## src/rtl/bitstream_header_strip_macros.svh

```systemverilog
//------------------------------------------------------------------------------
// Assertion macros for the bitstream header strip block
// Shared concurrent assertion forms. Each expects clk and rst_n in scope.
//------------------------------------------------------------------------------
`ifndef BITSTREAM_HEADER_STRIP_MACROS_SVH
`define BITSTREAM_HEADER_STRIP_MACROS_SVH

// Same-cycle implication, checked outside reset.
`define BHS_ASSERT_IMPL(lbl, ante, cons, msg) \
    lbl: assert property (@(posedge clk) disable iff (!rst_n) (ante) |-> (cons)) \
        else $error(msg);

// Next-cycle implication, checked outside reset.
`define BHS_ASSERT_NEXT(lbl, ante, cons, msg) \
    lbl: assert property (@(posedge clk) disable iff (!rst_n) (ante) |=> (cons)) \
        else $error(msg);

`endif

```

## src/rtl/bhs_pkg.sv

```systemverilog
//------------------------------------------------------------------------------
// Bitstream header strip package
// Types, codes and constant tables shared by the header strip modules.
//------------------------------------------------------------------------------
`timescale 1ns / 1ps

package bhs_pkg;

    // Parse phases of the configuration file.
    typedef enum logic [3:0] {
        PH_HDR  = 4'd0,
        PH_KEY  = 4'd1,
        PH_SLEN = 4'd2,
        PH_SKIP = 4'd3,
        PH_ELEN = 4'd4,
        PH_PAY  = 4'd5
    } phase_t;

    // Result status codes.
    typedef enum logic [1:0] {
        ST_OK         = 2'd0,
        ST_BAD_HEADER = 2'd1,
        ST_BAD_KEY    = 2'd2,
        ST_SHORT      = 2'd3
    } status_t;

    // One result request.
    typedef struct packed {
        logic [7:0]  out_byte;
        logic        has_data;
        logic        done_res;
        status_t     status;
        logic [31:0] payload_length;
    } bhs_result_t;

    localparam int unsigned PREAMBLE_LEN = 13;
    localparam logic [3:0]  PREAMBLE_LAST_IDX = 4'(PREAMBLE_LEN - 1);
    localparam logic [7:0]  KEY_FIRST = 8'h61;      // 'a'
    localparam logic [2:0]  KEY_PAYLOAD_IDX = 3'd4; // field 'e'
    localparam logic [31:0] SEEN_MAX = 32'hFFFF_FFFF;

    // Fixed preamble that opens every configuration file.
    function automatic logic [7:0] preamble_byte(input logic [3:0] idx);
        logic [7:0] val;
        case (idx)
            4'd0:    val = 8'h00;
            4'd1:    val = 8'h09;
            4'd2:    val = 8'h0f;
            4'd3:    val = 8'hf0;
            4'd4:    val = 8'h0f;
            4'd5:    val = 8'hf0;
            4'd6:    val = 8'h0f;
            4'd7:    val = 8'hf0;
            4'd8:    val = 8'h0f;
            4'd9:    val = 8'hf0;
            4'd10:   val = 8'h00;
            4'd11:   val = 8'h00;
            4'd12:   val = 8'h01;
            default: val = 8'h00;
        endcase
        return val;
    endfunction

    // Mirror the bit order of a byte.
    function automatic logic [7:0] rev_bits(input logic [7:0] v);
        logic [7:0] r;
        for (int i = 0; i < 8; i++)
        begin
            r[7 - i] = v[i];
        end
        return r;
    endfunction

endpackage

```

## src/rtl/bhs_if.sv

```systemverilog
//------------------------------------------------------------------------------
// Bitstream header strip channel interfaces
// Valid/ready channels for raw file bytes in and parse results out.
//------------------------------------------------------------------------------
`timescale 1ns / 1ps

// Raw byte channel.
interface bhs_in_if;
    logic       valid;
    logic       ready;
    logic [7:0] in_byte;
    logic       last_byte;

    modport source (output valid, output in_byte, output last_byte, input ready);
    modport sink   (input valid, input in_byte, input last_byte, output ready);
endinterface

// Result channel.
interface bhs_out_if;
    logic        valid;
    logic        ready;
    logic [7:0]  out_byte;
    logic        has_data;
    logic        done_res;
    logic [1:0]  status;
    logic [31:0] payload_length;

    modport source (output valid, output out_byte, output has_data, output done_res,
                    output status, output payload_length, input ready);
    modport sink   (input valid, input out_byte, input has_data, input done_res,
                    input status, input payload_length, output ready);
endinterface

```

## src/rtl/bhs_parser.sv

```systemverilog
//------------------------------------------------------------------------------
// Bitstream header strip parser
// Header state machine: consumes one byte per step and forms its result.
//------------------------------------------------------------------------------
`timescale 1ns / 1ps
`include "bitstream_header_strip_macros.svh"

module bhs_parser
    import bhs_pkg::*;
(
    input  logic        clk,
    input  logic        rst_n,
    input  logic        step_valid,
    input  logic [7:0]  step_byte,
    input  logic        step_last,
    output logic        res_valid,
    output bhs_result_t res
);

    phase_t      phase_reg, phase_next;
    logic [3:0]  byte_index_reg, byte_index_next;
    logic [2:0]  field_index_reg, field_index_next;
    logic [15:0] skip_count_reg, skip_count_next;
    logic [31:0] declared_length_reg, declared_length_next;
    logic [31:0] payload_seen_reg, payload_seen_next;
    logic        discarding_reg, discarding_next;

    logic [3:0]  hdr_idx;
    logic        hdr_ok;
    logic        key_ok;
    logic [15:0] skip_shift;
    logic [15:0] skip_dec;
    logic [31:0] len_shift;
    logic [31:0] seen_inc;

    // Shared datapath terms.
    assign hdr_idx    = (phase_reg == PH_HDR) ? byte_index_reg : 4'd0;
    assign hdr_ok     = (hdr_idx < 4'(PREAMBLE_LEN)) && (step_byte == preamble_byte(hdr_idx));
    assign key_ok     = (field_index_reg <= KEY_PAYLOAD_IDX)
                        && (step_byte == (KEY_FIRST + {5'd0, field_index_reg}));
    assign skip_shift = {skip_count_reg[7:0], step_byte};
    assign skip_dec   = skip_count_reg - 16'd1;
    assign len_shift  = {declared_length_reg[23:0], step_byte};
    assign seen_inc   = (payload_seen_reg == SEEN_MAX) ? payload_seen_reg
                                                       : payload_seen_reg + 32'd1;

    // Next state for one step.
    always_comb
    begin
        phase_next           = phase_reg;
        byte_index_next      = byte_index_reg;
        field_index_next     = field_index_reg;
        skip_count_next      = skip_count_reg;
        declared_length_next = declared_length_reg;
        payload_seen_next    = payload_seen_reg;
        discarding_next      = discarding_reg;

        if (discarding_reg)
        begin
            // Drop everything up to the end of the file.
            if (step_last)
            begin
                phase_next           = PH_HDR;
                byte_index_next      = 4'd0;
                field_index_next     = 3'd0;
                skip_count_next      = 16'd0;
                declared_length_next = 32'd0;
                payload_seen_next    = 32'd0;
                discarding_next      = 1'b0;
            end
        end
        else
        begin
            case (phase_reg)
                PH_KEY:
                begin
                    if (!step_last && key_ok)
                    begin
                        byte_index_next = 4'd0;
                        if (field_index_reg == KEY_PAYLOAD_IDX)
                        begin
                            phase_next           = PH_ELEN;
                            declared_length_next = 32'd0;
                        end
                        else
                        begin
                            phase_next      = PH_SLEN;
                            skip_count_next = 16'd0;
                        end
                    end
                end
                PH_SLEN:
                begin
                    if (!step_last)
                    begin
                        skip_count_next = skip_shift;
                        if (byte_index_reg >= 4'd1)
                        begin
                            field_index_next = field_index_reg + 3'd1;
                            byte_index_next  = 4'd0;
                            phase_next       = (skip_shift != 16'd0) ? PH_SKIP : PH_KEY;
                        end
                        else
                        begin
                            byte_index_next = byte_index_reg + 4'd1;
                        end
                    end
                end
                PH_SKIP:
                begin
                    if (!step_last)
                    begin
                        skip_count_next = skip_dec;
                        if (skip_dec == 16'd0)
                        begin
                            phase_next = PH_KEY;
                        end
                    end
                end
                PH_ELEN:
                begin
                    declared_length_next = len_shift;
                    if (byte_index_reg >= 4'd3)
                    begin
                        if (!step_last)
                        begin
                            phase_next        = PH_PAY;
                            byte_index_next   = 4'd0;
                            payload_seen_next = 32'd0;
                        end
                    end
                    else
                    begin
                        byte_index_next = byte_index_reg + 4'd1;
                    end
                end
                PH_PAY:
                begin
                    payload_seen_next = seen_inc;
                end
                default:
                begin
                    // Header check; any stray phase restarts at byte zero.
                    if (phase_reg != PH_HDR)
                    begin
                        phase_next           = PH_HDR;
                        byte_index_next      = 4'd0;
                        field_index_next     = 3'd0;
                        skip_count_next      = 16'd0;
                        declared_length_next = 32'd0;
                        payload_seen_next    = 32'd0;
                    end
                    if (hdr_ok && !step_last)
                    begin
                        if (hdr_idx == PREAMBLE_LAST_IDX)
                        begin
                            phase_next       = PH_KEY;
                            byte_index_next  = 4'd0;
                            field_index_next = 3'd0;
                        end
                        else
                        begin
                            byte_index_next = hdr_idx + 4'd1;
                        end
                    end
                end
            endcase

            // The last byte always starts a new file; an error otherwise discards.
            if (step_last)
            begin
                phase_next           = PH_HDR;
                byte_index_next      = 4'd0;
                field_index_next     = 3'd0;
                skip_count_next      = 16'd0;
                declared_length_next = 32'd0;
                payload_seen_next    = 32'd0;
                discarding_next      = 1'b0;
            end
            else if (res_valid && !res.has_data)
            begin
                discarding_next = 1'b1;
            end
        end
    end

    // Result for one step.
    always_comb
    begin
        res_valid          = 1'b0;
        res.out_byte       = 8'd0;
        res.has_data       = 1'b0;
        res.done_res       = 1'b1;
        res.status         = ST_OK;
        res.payload_length = 32'd0;

        if (!discarding_reg)
        begin
            case (phase_reg)
                PH_KEY:
                begin
                    if (step_last)
                    begin
                        res_valid  = 1'b1;
                        res.status = ST_SHORT;
                    end
                    else if (!key_ok)
                    begin
                        res_valid  = 1'b1;
                        res.status = ST_BAD_KEY;
                    end
                end
                PH_SLEN, PH_SKIP:
                begin
                    if (step_last)
                    begin
                        res_valid  = 1'b1;
                        res.status = ST_SHORT;
                    end
                end
                PH_ELEN:
                begin
                    if (step_last)
                    begin
                        res_valid = 1'b1;
                        if (byte_index_reg >= 4'd3)
                        begin
                            res.status         = (len_shift != 32'd0) ? ST_SHORT : ST_OK;
                            res.payload_length = len_shift;
                        end
                        else
                        begin
                            res.status = ST_SHORT;
                        end
                    end
                end
                PH_PAY:
                begin
                    res_valid          = 1'b1;
                    res.out_byte       = rev_bits(step_byte);
                    res.has_data       = 1'b1;
                    res.done_res       = step_last;
                    res.status         = (step_last && (seen_inc < declared_length_reg))
                                         ? ST_SHORT : ST_OK;
                    res.payload_length = declared_length_reg;
                end
                default:
                begin
                    if (!hdr_ok)
                    begin
                        res_valid  = 1'b1;
                        res.status = ST_BAD_HEADER;
                    end
                    else if (step_last)
                    begin
                        res_valid  = 1'b1;
                        res.status = (hdr_idx == PREAMBLE_LAST_IDX) ? ST_SHORT
                                                                    : ST_BAD_HEADER;
                    end
                end
            endcase
        end
    end

    // Parser state registers advance once per processed byte.
    always_ff @(posedge clk or negedge rst_n)
    begin
        if (!rst_n)
        begin
            phase_reg           <= PH_HDR;
            byte_index_reg      <= 4'd0;
            field_index_reg     <= 3'd0;
            skip_count_reg      <= 16'd0;
            declared_length_reg <= 32'd0;
            payload_seen_reg    <= 32'd0;
            discarding_reg      <= 1'b0;
        end
        else if (step_valid)
        begin
            phase_reg           <= phase_next;
            byte_index_reg      <= byte_index_next;
            field_index_reg     <= field_index_next;
            skip_count_reg      <= skip_count_next;
            declared_length_reg <= declared_length_next;
            payload_seen_reg    <= payload_seen_next;
            discarding_reg      <= discarding_next;
        end
    end

    // Checks on the parser.
    `BHS_ASSERT_IMPL(a_data_only_in_payload, res_valid && res.has_data, phase_reg == PH_PAY, "payload byte outside payload phase")
    `BHS_ASSERT_IMPL(a_silent_while_discarding, discarding_reg, !res_valid, "result while discarding")
    `BHS_ASSERT_NEXT(a_last_restarts, step_valid && step_last, phase_reg == PH_HDR && byte_index_reg == 4'd0 && !discarding_reg, "last byte did not restart")
    `BHS_ASSERT_IMPL(a_error_is_final, res_valid && !res.has_data, res.done_res && res.out_byte == 8'd0, "status result not final")

endmodule

```

## src/rtl/bitstream_header_strip.sv

```systemverilog
//------------------------------------------------------------------------------
// Bitstream header strip
// Strips the header of an FPGA configuration file and passes the payload on.
//------------------------------------------------------------------------------
// The block takes one file byte per cycle while the result side keeps up, and
// gives at most one result per byte. A byte accepted on the input channel
// lands in the input register, is parsed from there into the result register
// and is offered on the result channel from then on. The input register is
// refilled in the same cycle that it drains into the result register, so one
// byte per cycle is kept up as long as the result side takes a result every
// cycle; a stalled result holds both registers. Bytes that give no result (the
// header, the field keys and lengths, the skipped field text, and everything
// after an error) still pass through the input register at one per cycle
// while no result is stalled.
//------------------------------------------------------------------------------
`timescale 1ns / 1ps
`include "bitstream_header_strip_macros.svh"

module bitstream_header_strip
    import bhs_pkg::*;
(
    input  logic             clk,
    input  logic             rst_n,
    bhs_in_if.sink           in_ch,
    bhs_out_if.source        out_ch
);

    logic        in_valid_reg;
    logic [7:0]  in_byte_reg;
    logic        in_last_reg;
    logic        out_valid_reg, out_valid_next;
    bhs_result_t out_data_reg;
    logic        advance;
    logic        res_valid;
    bhs_result_t res;

    // A buffered byte moves on when the result register is free or draining.
    assign advance     = in_valid_reg && (!out_valid_reg || out_ch.ready);
    assign in_ch.ready = !in_valid_reg || advance;

    bhs_parser u_parser (
        .clk        (clk),
        .rst_n      (rst_n),
        .step_valid (advance),
        .step_byte  (in_byte_reg),
        .step_last  (in_last_reg),
        .res_valid  (res_valid),
        .res        (res)
    );

    // Input register control.
    always_ff @(posedge clk or negedge rst_n)
    begin
        if (!rst_n)
        begin
            in_valid_reg <= 1'b0;
        end
        else if (in_ch.ready)
        begin
            in_valid_reg <= in_ch.valid;
        end
    end

    // Input register payload.
    always_ff @(posedge clk)
    begin
        if (in_ch.valid && in_ch.ready)
        begin
            in_byte_reg <= in_ch.in_byte;
            in_last_reg <= in_ch.last_byte;
        end
    end

    // Result register occupancy.
    always_comb
    begin
        if (advance)
        begin
            out_valid_next = res_valid;
        end
        else if (out_ch.ready)
        begin
            out_valid_next = 1'b0;
        end
        else
        begin
            out_valid_next = out_valid_reg;
        end
    end

    always_ff @(posedge clk or negedge rst_n)
    begin
        if (!rst_n)
        begin
            out_valid_reg <= 1'b0;
        end
        else
        begin
            out_valid_reg <= out_valid_next;
        end
    end

    // Result register payload.
    always_ff @(posedge clk)
    begin
        if (advance && res_valid)
        begin
            out_data_reg <= res;
        end
    end

    // Result channel.
    assign out_ch.valid          = out_valid_reg;
    assign out_ch.out_byte       = out_data_reg.out_byte;
    assign out_ch.has_data       = out_data_reg.has_data;
    assign out_ch.done_res       = out_data_reg.done_res;
    assign out_ch.status         = out_data_reg.status;
    assign out_ch.payload_length = out_data_reg.payload_length;

    // Checks on the buffering.
    `BHS_ASSERT_NEXT(a_in_held_on_stall, in_valid_reg && !advance, in_valid_reg, "buffered byte lost")
    `BHS_ASSERT_NEXT(a_result_loaded, advance && res_valid, out_valid_reg, "parser result not registered")
    `BHS_ASSERT_NEXT(a_no_phantom_result, !out_valid_reg && !advance, !out_valid_reg, "result appeared without a byte")

endmodule
```

## src/flat_wrapper.sv

```systemverilog
// flat-port wrapper written by rule: the top's interface ports become plain ports
module bitstream_header_strip_flat import bhs_pkg::*;
  (clk, rst_n, in_ch_valid, in_ch_in_byte, in_ch_last_byte, in_ch_ready, out_ch_valid, out_ch_out_byte, out_ch_has_data, out_ch_done_res, out_ch_status, out_ch_payload_length, out_ch_ready);
  bhs_in_if in_ch_i ();
  bhs_out_if out_ch_i ();
  input  logic clk;
  input  logic rst_n;
  input wire logic [$bits(in_ch_i.valid)-1:0] in_ch_valid;
  input wire logic [$bits(in_ch_i.in_byte)-1:0] in_ch_in_byte;
  input wire logic [$bits(in_ch_i.last_byte)-1:0] in_ch_last_byte;
  output wire logic [$bits(in_ch_i.ready)-1:0] in_ch_ready;
  output wire logic [$bits(out_ch_i.valid)-1:0] out_ch_valid;
  output wire logic [$bits(out_ch_i.out_byte)-1:0] out_ch_out_byte;
  output wire logic [$bits(out_ch_i.has_data)-1:0] out_ch_has_data;
  output wire logic [$bits(out_ch_i.done_res)-1:0] out_ch_done_res;
  output wire logic [$bits(out_ch_i.status)-1:0] out_ch_status;
  output wire logic [$bits(out_ch_i.payload_length)-1:0] out_ch_payload_length;
  input wire logic [$bits(out_ch_i.ready)-1:0] out_ch_ready;
  assign in_ch_i.valid = in_ch_valid;
  assign in_ch_i.in_byte = in_ch_in_byte;
  assign in_ch_i.last_byte = in_ch_last_byte;
  assign in_ch_ready = in_ch_i.ready;
  assign out_ch_valid = out_ch_i.valid;
  assign out_ch_out_byte = out_ch_i.out_byte;
  assign out_ch_has_data = out_ch_i.has_data;
  assign out_ch_done_res = out_ch_i.done_res;
  assign out_ch_status = out_ch_i.status;
  assign out_ch_payload_length = out_ch_i.payload_length;
  assign out_ch_i.ready = out_ch_ready;
  bitstream_header_strip u_core (.clk(clk), .rst_n(rst_n), .in_ch(in_ch_i), .out_ch(out_ch_i));
endmodule
```

## config.mk

```make
export PLATFORM = sky130hd
export DESIGN_NAME = bitstream_header_strip_flat
export DESIGN_NICKNAME = d
export VERILOG_FILES = /design/src/rtl/bhs_pkg.sv /design/src/rtl/bhs_if.sv /design/src/rtl/bhs_parser.sv /design/src/rtl/bitstream_header_strip.sv /design/src/flat_wrapper.sv
export VERILOG_INCLUDE_DIRS = /design/src /design/src/rtl
export SDC_FILE = /design/constraint.sdc
export NUM_CORES = 1
export LEC_CHECK = 0
export ABC_AREA = 1
export BUFFER_PORTS_ARGS = -buffer_cell sky130_fd_sc_hd__buf_2
export CORE_UTILIZATION = 50
export DETAILED_ROUTE_END_ITERATION = 10
export PLACE_DENSITY = 0.7
export SLEW_MARGIN = 20
export SYNTH_ARGS = -nofsm -noshare
export SYNTH_HDL_FRONTEND = slang
export SYNTH_SLANG_ARGS = --single-unit
```

## constraint.sdc

```tcl
create_clock -name clk -period 3.6 [get_ports clk]
set_clock_uncertainty 0.1 [all_clocks]
set_input_delay 0.18 -clock clk [delete_from_list [all_inputs] [get_ports clk]]
set_output_delay 0.18 -clock clk [all_outputs]
set_load 0.05 [all_outputs]
```

Yosys cells after proc, flatten, opt, wreduce, memory -nomap -nowiden --
Memories as Yosys holds them, arrays and structs flattened. Cells that the tools add are included.
Storage, ports and cells: register bits 147, ROM bits 128, bits of input ports 13, output and inout port bits 46, memories 1
Operators by class: add/subtract/negate cells 6, $lt $le $gt $ge 5, equal/unequal tests 23, muxes and demuxes 77, bitwise gates (word level) 1, reduce and logical (&&, ||, !) cells 39
Memories:
- (no name shown) | words 16, width 8, read ports 1, clocked after Yosys merged registers in 0, wr ports 0, line bhs_pkg.sv:45 | case (idx)
Operator list (number):
- $mux 32 | 11
- $pmux 32 s3 | 2
- $mux 16 | 6
- $mux 4 | 19
- $pmux 16 s4 | 1
- $pmux 32 s2 | 1
- $mux 36 | 1
- $mux 34 | 1
- $add 32x1->32 const B | 1
- $eq 32x32->1 const B | 1
- $lt 32x32->1 | 1
- $reduce_bool 32->1 | 1
- $mux 3 | 8
- $mux 2 | 11
- $pmux 4 s5 | 1
- $ne 3x2->1 const B | 6
- $eq 8x8->1 | 2
- $logic_not 16->1 | 1
- $pmux 4 s4 | 1
- $reduce_bool 16->1 | 1
- $sub 16x1->16 const B | 1
- $ne 2x1->1 const B | 7
- $reduce_and 6->1 | 2
- $reduce_bool 4->1 | 3
- other kinds (30) | 61

Longest topological paths before layout --
Gate-level depths: netlist of run 1.
depth in word-level cells 13, gate-level depth with buffers 25

By module --
From an unflattened synthesis of run 1, not the netlist that was laid out.
Unflattened totals: cell total of the unflattened synthesis 1067, area total of the unflattened synthesis 8883.5 µm²
By module, submodules not included:
- bhs_parser | instances 1, cells an instance 999, area each 7185.6 µm², sequential area each 2302.2 µm²
- bitstream_header_strip | instances 1, cells an instance 68, area each 1697.9 µm², sequential area each 1641.6 µm²

Worst setup path before layout of run 1 --
Ideal clock, no wire load.
path kind flip-flop to flip-flop, start reg u_core.u_parser.phase_reg[0], end reg u_core.out_data_reg, in the netlist u_core.out_ch.done_res, enable pin, setup time 398 ps, arrival 2959 ps, required time 3102 ps, setup slack 142 ps, stages on the path, launching flop included 16, clock period less this slack 3458 ps, path through dfrtp_1 -> nor2_2 -> nand2_4 -> nor2_1 -> inv_1 -> ha_1 -> nand2_1 -> nand2_2 -> nand2_1 -> xor2_2 -> nor2_4 -> nand2_4 -> nor2_8 -> nand2_1 -> nand3_1 -> inv_1
On the way: longest elaborated chain between the ends 9, elaborated cells on any way between the ends 16
Ends and longest elaborated chain:
- start: declaration | line bhs_parser.sv:20 | phase_t phase_reg, phase_next;
- start signal: assignment | line bhs_parser.sv:280 | phase_reg <= phase_next;
- $logic_not 4->1 | line bhs_parser.sv:37 | assign hdr_idx = (phase_reg == PH_HDR) ? byte_index_reg : 4'd0;
- $mux 4 | line bhs_parser.sv:37
- $mem_v2 16x8
- $eq 8x8->1 | line bhs_parser.sv:38 | assign hdr_ok = (hdr_idx < 4'(PREAMBLE_LEN)) && (step_byte == preamble_byte(hdr_idx));
- $logic_and 1x1->1 | line bhs_parser.sv:38
- $mux 1 | line bhs_parser.sv:249 | if (!hdr_ok)
- $pmux 1 s3 (*) | line bhs_parser.sv:199 | case (phase_reg)
- $mux 1 (*) | line bhs_parser.sv:197 | if (!discarding_reg)
- $logic_and 1x1->1 (*) | line bitstream_header_strip.sv:106 | if (advance && res_valid)
- end signal: assignment | line bitstream_header_strip.sv:108 | out_data_reg <= res;
- end: declaration | line bitstream_header_strip.sv:32 | bhs_result_t out_data_reg;
Mark *: on every way between the ends. The rest lies on a longest branch, timed or not. A chain may end at the register's enable or synchronous reset.

Worst setup path after layout of run 1 --
start reg u_core.u_parser.payload_seen_reg[2], end reg u_core.out_data_reg, in the netlist u_core.out_ch.status[1] (data pin)
On the way: longest elaborated chain between the ends 6, elaborated cells on any way between the ends 7
Ends and longest elaborated chain:
- start: declaration | line bhs_parser.sv:25 | logic [31:0] payload_seen_reg, payload_seen_next;
- start signal: assignment | line bhs_parser.sv:285 | payload_seen_reg <= payload_seen_next;
- $add 32x1->32 / $eq 32x32->1 (equally long branches) | line bhs_parser.sv:45, bhs_parser.sv:44
- $mux 32 (*) | line bhs_parser.sv:44 | assign seen_inc = (payload_seen_reg == SEEN_MAX) ? payload_seen_reg
- $lt 32x32->1 (*) | line bhs_parser.sv:243 | res.status = (step_last && (seen_inc < declared_length_reg))
- $logic_and 1x1->1 (*) | line bhs_parser.sv:243
- $mux 2 (*) | line bhs_parser.sv:244 | ? ST_SHORT : ST_OK;
- $pmux 2 s4 (*) | line bhs_parser.sv:199
Marked as above.

==> flow_summary_export.csv, run 1 <==
group,metric,value,unit
final_layout,antenna_cells,0,
routing,dr_wl_met3,1680,um
routing,vias_per_cell,5.76,
timing,rsz0062_at_grt,"yes",
floorplanning,initial_core_util,0.514,
logic_synthesis,ys_ff_latch,147,
clock_tree,numCtsBuffers,17,
worst_setup_path,crit_chain,"inv_2, nor3_4, nand2_2, nor2_2, inv_2, nor3_4, nand2_2, nor4_4, nand4_1, xor2_2, ha_1, nand2_1, or3_4, nor4_4, nand2_1, nand2_2, nand3_1, nand2_1, inv_1",
global_routing,gr-total-overflow,0,
clock_tree,cts-root-buf,"clkbuf_16",
place,dp_slack,-0.0130,ns
logic_synthesis,ys_types,51,
logic_synthesis,synth_edf_count,53,
global_routing,grt_first_pass_wirelength,36700,um
global_routing,grt_max_degree,67,
logic_synthesis,synthSimpleGateAreaFrac,0.233,
timing,timing.setup.tns,0,ns
place,finalWeightedCongestion,0.878,
worst_setup_path,max_stage_delay,0.38,ns
run,max_cap_viol_count,0,
logic_synthesis,syn-num-nets,1101,
global_routing,grt_pass1_vias,7159,
worst_setup_path,end_kind,"flip-flop",
clock_tree,cts_max_path_buffers,2,
timing,fmax,285,MHz
clock_tree,insertion_delay,0.43,ns
global_routing,grt_antenna_before_repair,0,
final_layout,drive_gt1_frac,0.168,
worst_setup_path,path_class,"flip-flop to flip-flop",
pwr,ir_drop,0.402,mV
floorplanning,core_area,0.0173,mm2
worst_setup_path,reg2reg_depth,19,
floorplanning,ios,59,
worst_setup_path,cp-start-kind,"flip-flop",
global_routing,grt_use_total,0.258,
logic_synthesis,synthArstFlopShare,0.639,
logic_synthesis,synth_top_cells_by_area,"dfrtp_1, edfxtp_1, nand2_1, ha_1, inv_1",
worst_setup_path,cpMaxStageDelayCell,"dfrtp_1",
logic_synthesis,synth_fa_ha_area_frac,0.0620,
routing,wl,22600,um
logic_synthesis,netlist_area,0.00888,mm2
timing,relSlewSlack,0.396,
logic_synthesis,synth_top_area_share,0.265,
logic_synthesis,yosysSeqAreaShare,0.444,
routing,wl_met2,9860,um
worst_setup_path,critical_path.max_fanout,4,
worst_setup_path,path_buf_inv,3,
routing,ant_nets,0,
floorplanning,rows,48,
worst_hold_path,hold_class,"primary input to async pin",
clock_tree,cts_tree,"built",
pwr,totalPowerFinal,4.79,mW
timing,fin_crit,3.51,ns
timing,whs,0.320,ns
routing,top_layer,"met4",
worst_setup_path,rr_endpoint,"u_core.out_ch.status[1]",
timing,finalCritPeriodShare,0.976,
final_layout,area_growth,17.0,%
clock_tree,ctsHtreeMaxLevel,4,
timing,setup_viol,0,
routing,drtIter0Drc,974,
routing,dr_total_vias,7850,
place,io_buffers,58,
place,dp_hpwl,15700,um
timing,drv_slew,0,
floorplanning,dieArea,0.0183,mm2
routing,dr.pass1.iters,6,
worst_setup_path,required,3.70,ns
clock_tree,cts.clk_slew.worst_paths,0.07,ns
final_layout,fin_nets,1182,
logic_synthesis,muxShareOfSynthArea,0,
logic_synthesis,synth-main-ff-cell,"dfrtp_1",
timing,hold_viol,0,
logic_synthesis,synth_xor_xnor_area_share,0.0421,
routing,wl_met1,10700,um
logic_synthesis,syn_area_per_cell,8.51,um2
logic_synthesis,synth_top_family_by_area,"simple AND/OR/NAND/NOR gates",
worst_setup_path,r2r_setup_slack,0.09,ns
pwr,power_leakage,4.66,nW
routing,wl_per_cell,16.6,um
worst_setup_path,reg2reg_from,"u_core.u_parser.payload_seen_reg[2]",
floorplanning,die_w,135,um
clock_tree,clkSinkCount,147,
timing,post-route-worst-setup-slack,0.0855,ns
logic_synthesis,synth_warnings,0,
logic_synthesis,synth_cells,1044,
floorplanning,die_h,135,um
logic_synthesis,yosys.area.top_type,"dfrtp_1",
worst_setup_path,critPathArrivalTime,3.61,ns
final_layout,layout_commonest_cell,"nand2_1",
logic_synthesis,synth-compound-area-share,0.136,
pwr,power_density,461,mW/mm2
final_layout,final_cell_mix,"nand2_1, inv_1, nor2_1",
outcome,outcome,"completed",
timing,worst_slew_pin_slew,0.906,ns
routing,drc,0,
worst_setup_path,crit_family,"simple AND/OR/NAND/NOR gates",
-- layer usage --
metal / GRT usage / up-vias
li1: - / 3760
met1: 0.386 / 3711
met2: 0.376 / 346
met3: 0.0464 / 33
met4: 0.0818 / 0
met5: 0 / -
-- layout make-up --
type,instances,area (um2)
clock buffers,17,425
clock inverters,15,173
fillers,1467,6910
inverters,145,544
multi-input cells,712,4340
flip-flops and latches,147,3950
well taps,225,282
repair buffers,102,681
-- cells by family after synthesis --
kind of cell | after synthesis
simple gates | 432
compound gates | 195
buf+inv | 185
flops | 147
fa+ha+maj | 44
xor+xnor | 41
-- power breakdown --
part           switching [mW]  leakage, nW  total, mW  internal (mW)
registers              0.0565         1.81       1.96           1.90
clock network           0.775        0.289       1.82           1.04
logic                   0.831         2.56       1.01          0.183
total                    1.66         4.66       4.79           3.12
-- through the flow --
step / instances / instance area [um2] / utilization
final: 1363 / 10400 / 0.601
after global routing: 1363 / 10400 / 0.601
after CTS: 1351 / 10200 / 0.590
after detailed placement: 1306 / 9460 / 0.547
after global placement: 1306 / 9460 / 0.547
after floorplan: 1044 / 8880 / -
-- how the worst max path moves through the flow --
stage,startpoint,to,slack (ns),cells after the start
floorplan,u_core.u_parser.phase_reg[0],u_core.out_ch.done_res,0.14,15
global placement,u_core.u_parser.payload_seen_reg[0],u_core.out_ch.status[0],0.07,21
detailed placement,u_core.u_parser.payload_seen_reg[0],u_core.out_ch.status[1],-0.01,21
CTS,u_core.u_parser.payload_seen_reg[0],u_core.out_ch.status[1],0.02,21
global route,u_core.u_parser.payload_seen_reg[0],u_core.out_ch.status[1],-0.14,21
finish,u_core.u_parser.payload_seen_reg[2],u_core.out_ch.status[1],0.09,19
-- Yosys cell counts, types with 17 or more instances --
cell type	count
ha_1	44
edfxtp_1	53
o22ai_1	17
nand4_1	50
nor2_1	104
clkbuf_1	21
xor2_1	36
a21oi_1	31
dfrtp_1	94
nand3_1	50
o21ai_0	76
inv_1	137
a32oi_1	32
nand2_1	166
-- timing repair --
action,in CTS,in global routing
gates resized for setup,2,24
hold buffers,13,0
endpoints found under the hold margin,75,0
buffers inserted,0,12
pin swaps,0,12
setup endpoints to repair,2,2
(Power assumes the default switching activity.)
==> run 2, diff against run 1 <==
Settings changed: PLACE_DENSITY 0.7 to unset, PLACE_DENSITY_LB_ADDON set to 0.12.
==> run 2 against run 1 <==
Clock power is essentially flat. Non-clock buffer count shrank 3. Register-to-register slack is essentially flat. Critical endpoint unchanged. Largest cell class unchanged. Highest routed layer unchanged.
==> flow_summary_export.csv, run 2 (synthesis gave the netlist of run 1 again) <==
group,metric,value,unit
worst_setup_path,reg2reg_from,"u_core.u_parser.payload_seen_reg[2]",
place,dp_hpwl,16200,um
timing,fmax,284,MHz
outcome,outcome,"completed",
routing,drc,0,
routing,ant_nets,0,
clock_tree,insertion_delay,0.42,ns
worst_setup_path,required,3.68,ns
place,io_buffers,58,
clock_tree,clkSinkCount,147,
pwr,ir_drop,0.353,mV
routing,drtIter0Drc,642,
routing,wl,22800,um
clock_tree,ctsHtreeMaxLevel,4,
worst_setup_path,cp-start-kind,"flip-flop",
routing,dr.pass1.iters,5,
final_layout,antenna_cells,0,
pwr,power_leakage,4.64,nW
worst_setup_path,reg2reg_depth,19,
timing,hold_viol,0,
routing,vias_per_cell,5.57,
floorplanning,ios,59,
run,max_cap_viol_count,0,
floorplanning,dieArea,0.0183,mm2
floorplanning,rows,48,
worst_setup_path,end_kind,"flip-flop",
global_routing,gr-total-overflow,0,
routing,dr_total_vias,7573,
worst_hold_path,hold_class,"primary input to async pin",
timing,timing.setup.tns,0,ns
floorplanning,initial_core_util,0.514,
place,finalWeightedCongestion,0.952,
timing,finalCritPeriodShare,0.977,
global_routing,grt_use_total,0.260,
timing,fin_crit,3.52,ns
global_routing,grt_antenna_before_repair,0,
worst_setup_path,critPathArrivalTime,3.60,ns
clock_tree,cts-root-buf,"clkbuf_16",
pwr,power_density,465,mW/mm2
global_routing,grt_max_degree,76,
floorplanning,die_w,135,um
global_routing,grt_first_pass_wirelength,36700,um
clock_tree,cts.clk_slew.worst_paths,0.07,ns
final_layout,area_growth,16.7,%
clock_tree,cts_tree,"built",
final_layout,fin_nets,1179,
final_layout,drive_gt1_frac,0.166,
timing,setup_viol,0,
worst_setup_path,crit_start,"u_core.u_parser.payload_seen_reg[2]",
global_routing,grt_pass1_vias,6806,
clock_tree,numCtsBuffers,17,
pwr,totalPowerFinal,4.83,mW
timing,drv_slew,0,
worst_setup_path,path_class,"flip-flop to flip-flop",
worst_setup_path,critical_path.max_fanout,4,
final_layout,final_cell_mix,"nand2_1, inv_1, nor2_1",
final_layout,layout_commonest_cell,"nand2_1",
timing,relSlewSlack,0.461,
floorplanning,die_h,135,um
floorplanning,core_area,0.0173,mm2
timing,worst_slew_pin_slew,0.801,ns
routing,wl_per_cell,16.8,um
timing,rsz0062_at_grt,"yes",
clock_tree,cts_max_path_buffers,2,
-- run 2: changes by cell type in the layout (fill, tap and decap cells not counted), sizes merged --
cell      change
buf           -3
clkinv        +1
clkinvlp      -1
-- run 2: final timing paths --
kind | endpoint | slack [ns]
setup / recovery | u_core.out_ch.status[1] | 0.08
hold / removal | u_core.u_parser.skip_count_reg[14] | 0.22
setup reg to reg | u_core.out_ch.status[1] | 0.08
hold reg to reg | u_core.u_parser.byte_index_reg[1] | 0.41
max in group asynchronous | u_core.u_parser.payload_seen_reg[30] | 2.36
min in group clk | u_core.in_byte_reg[7] | 0.36
-- run 2: final cells by class --
class                      instances  area, um2
fill                            1547       6930
clock buffer                      17        425
sequential                       147       3940
tap                              225        282
timing repair buffer              99        662
multi-input combinational        712       4320
inverter                         145        544
clock inverter                    15        193
-- run 2: layer usage --
metal | wire (um) | GRT usage | share of wire
met3 | 1630 | 0.0423 | 0.071
met5 | 0 | 0 | 0
met4 | 119 | 0.0556 | 0.0052
met1 | 11500 | 0.416 | 0.50
met2 | 9550 | 0.362 | 0.42
-- run 2: metrics by stage --
stage | setup WS, ns | instance area, um2 | hold WS, ns | instances | utilization
floorplan | 0.142 | 8880 | -0.216 | 1044 | -
global placement | 0.109 | 9490 | 0.259 | 1311 | 0.549
detailed placement | 0.0269 | 9490 | 0.259 | 1311 | 0.549
CTS | 0.00175 | 10200 | 0.347 | 1356 | 0.592
global route | -0.122 | 10400 | 0.318 | 1360 | 0.600
finish | 0.0815 | 10400 | 0.224 | 1360 | 0.600
-- run 2: power by group --
group	switching [mW]	internal, mW	leakage, nW	total (mW)
logic	0.837	0.186	2.53	1.02
registers	0.0542	1.90	1.81	1.95
clock network	0.792	1.06	0.301	1.85
total	1.68	3.14	4.64	4.83
-- run 2: what timing repair did --
action | 4_1_cts | 5_1_grt
hold buffers | 13 | 0
gates resized for setup | 0 | 23
endpoints found under the setup margin | 0 | 2
endpoints found under the hold margin | 85 | 0
buffers inserted | 0 | 4
-- run 2: worst max-delay path, stage by stage, from the launching register on --
cell and delay (ns):
dfrtp_1 0.40, inv_2 0.07, nor3_4 0.20, nand2_2 0.09
nor2_2 0.10, inv_2 0.06, nor3_4 0.16, nand2_2 0.09
nor4_4 0.36, nand4_1 0.19, xor2_2 0.20, ha_1 0.30
nand2_1 0.05, or3_4 0.39, nor4_4 0.13, nand2_1 0.09
nand2_2 0.09, nand3_1 0.08, nand2_1 0.09, inv_1 0.04
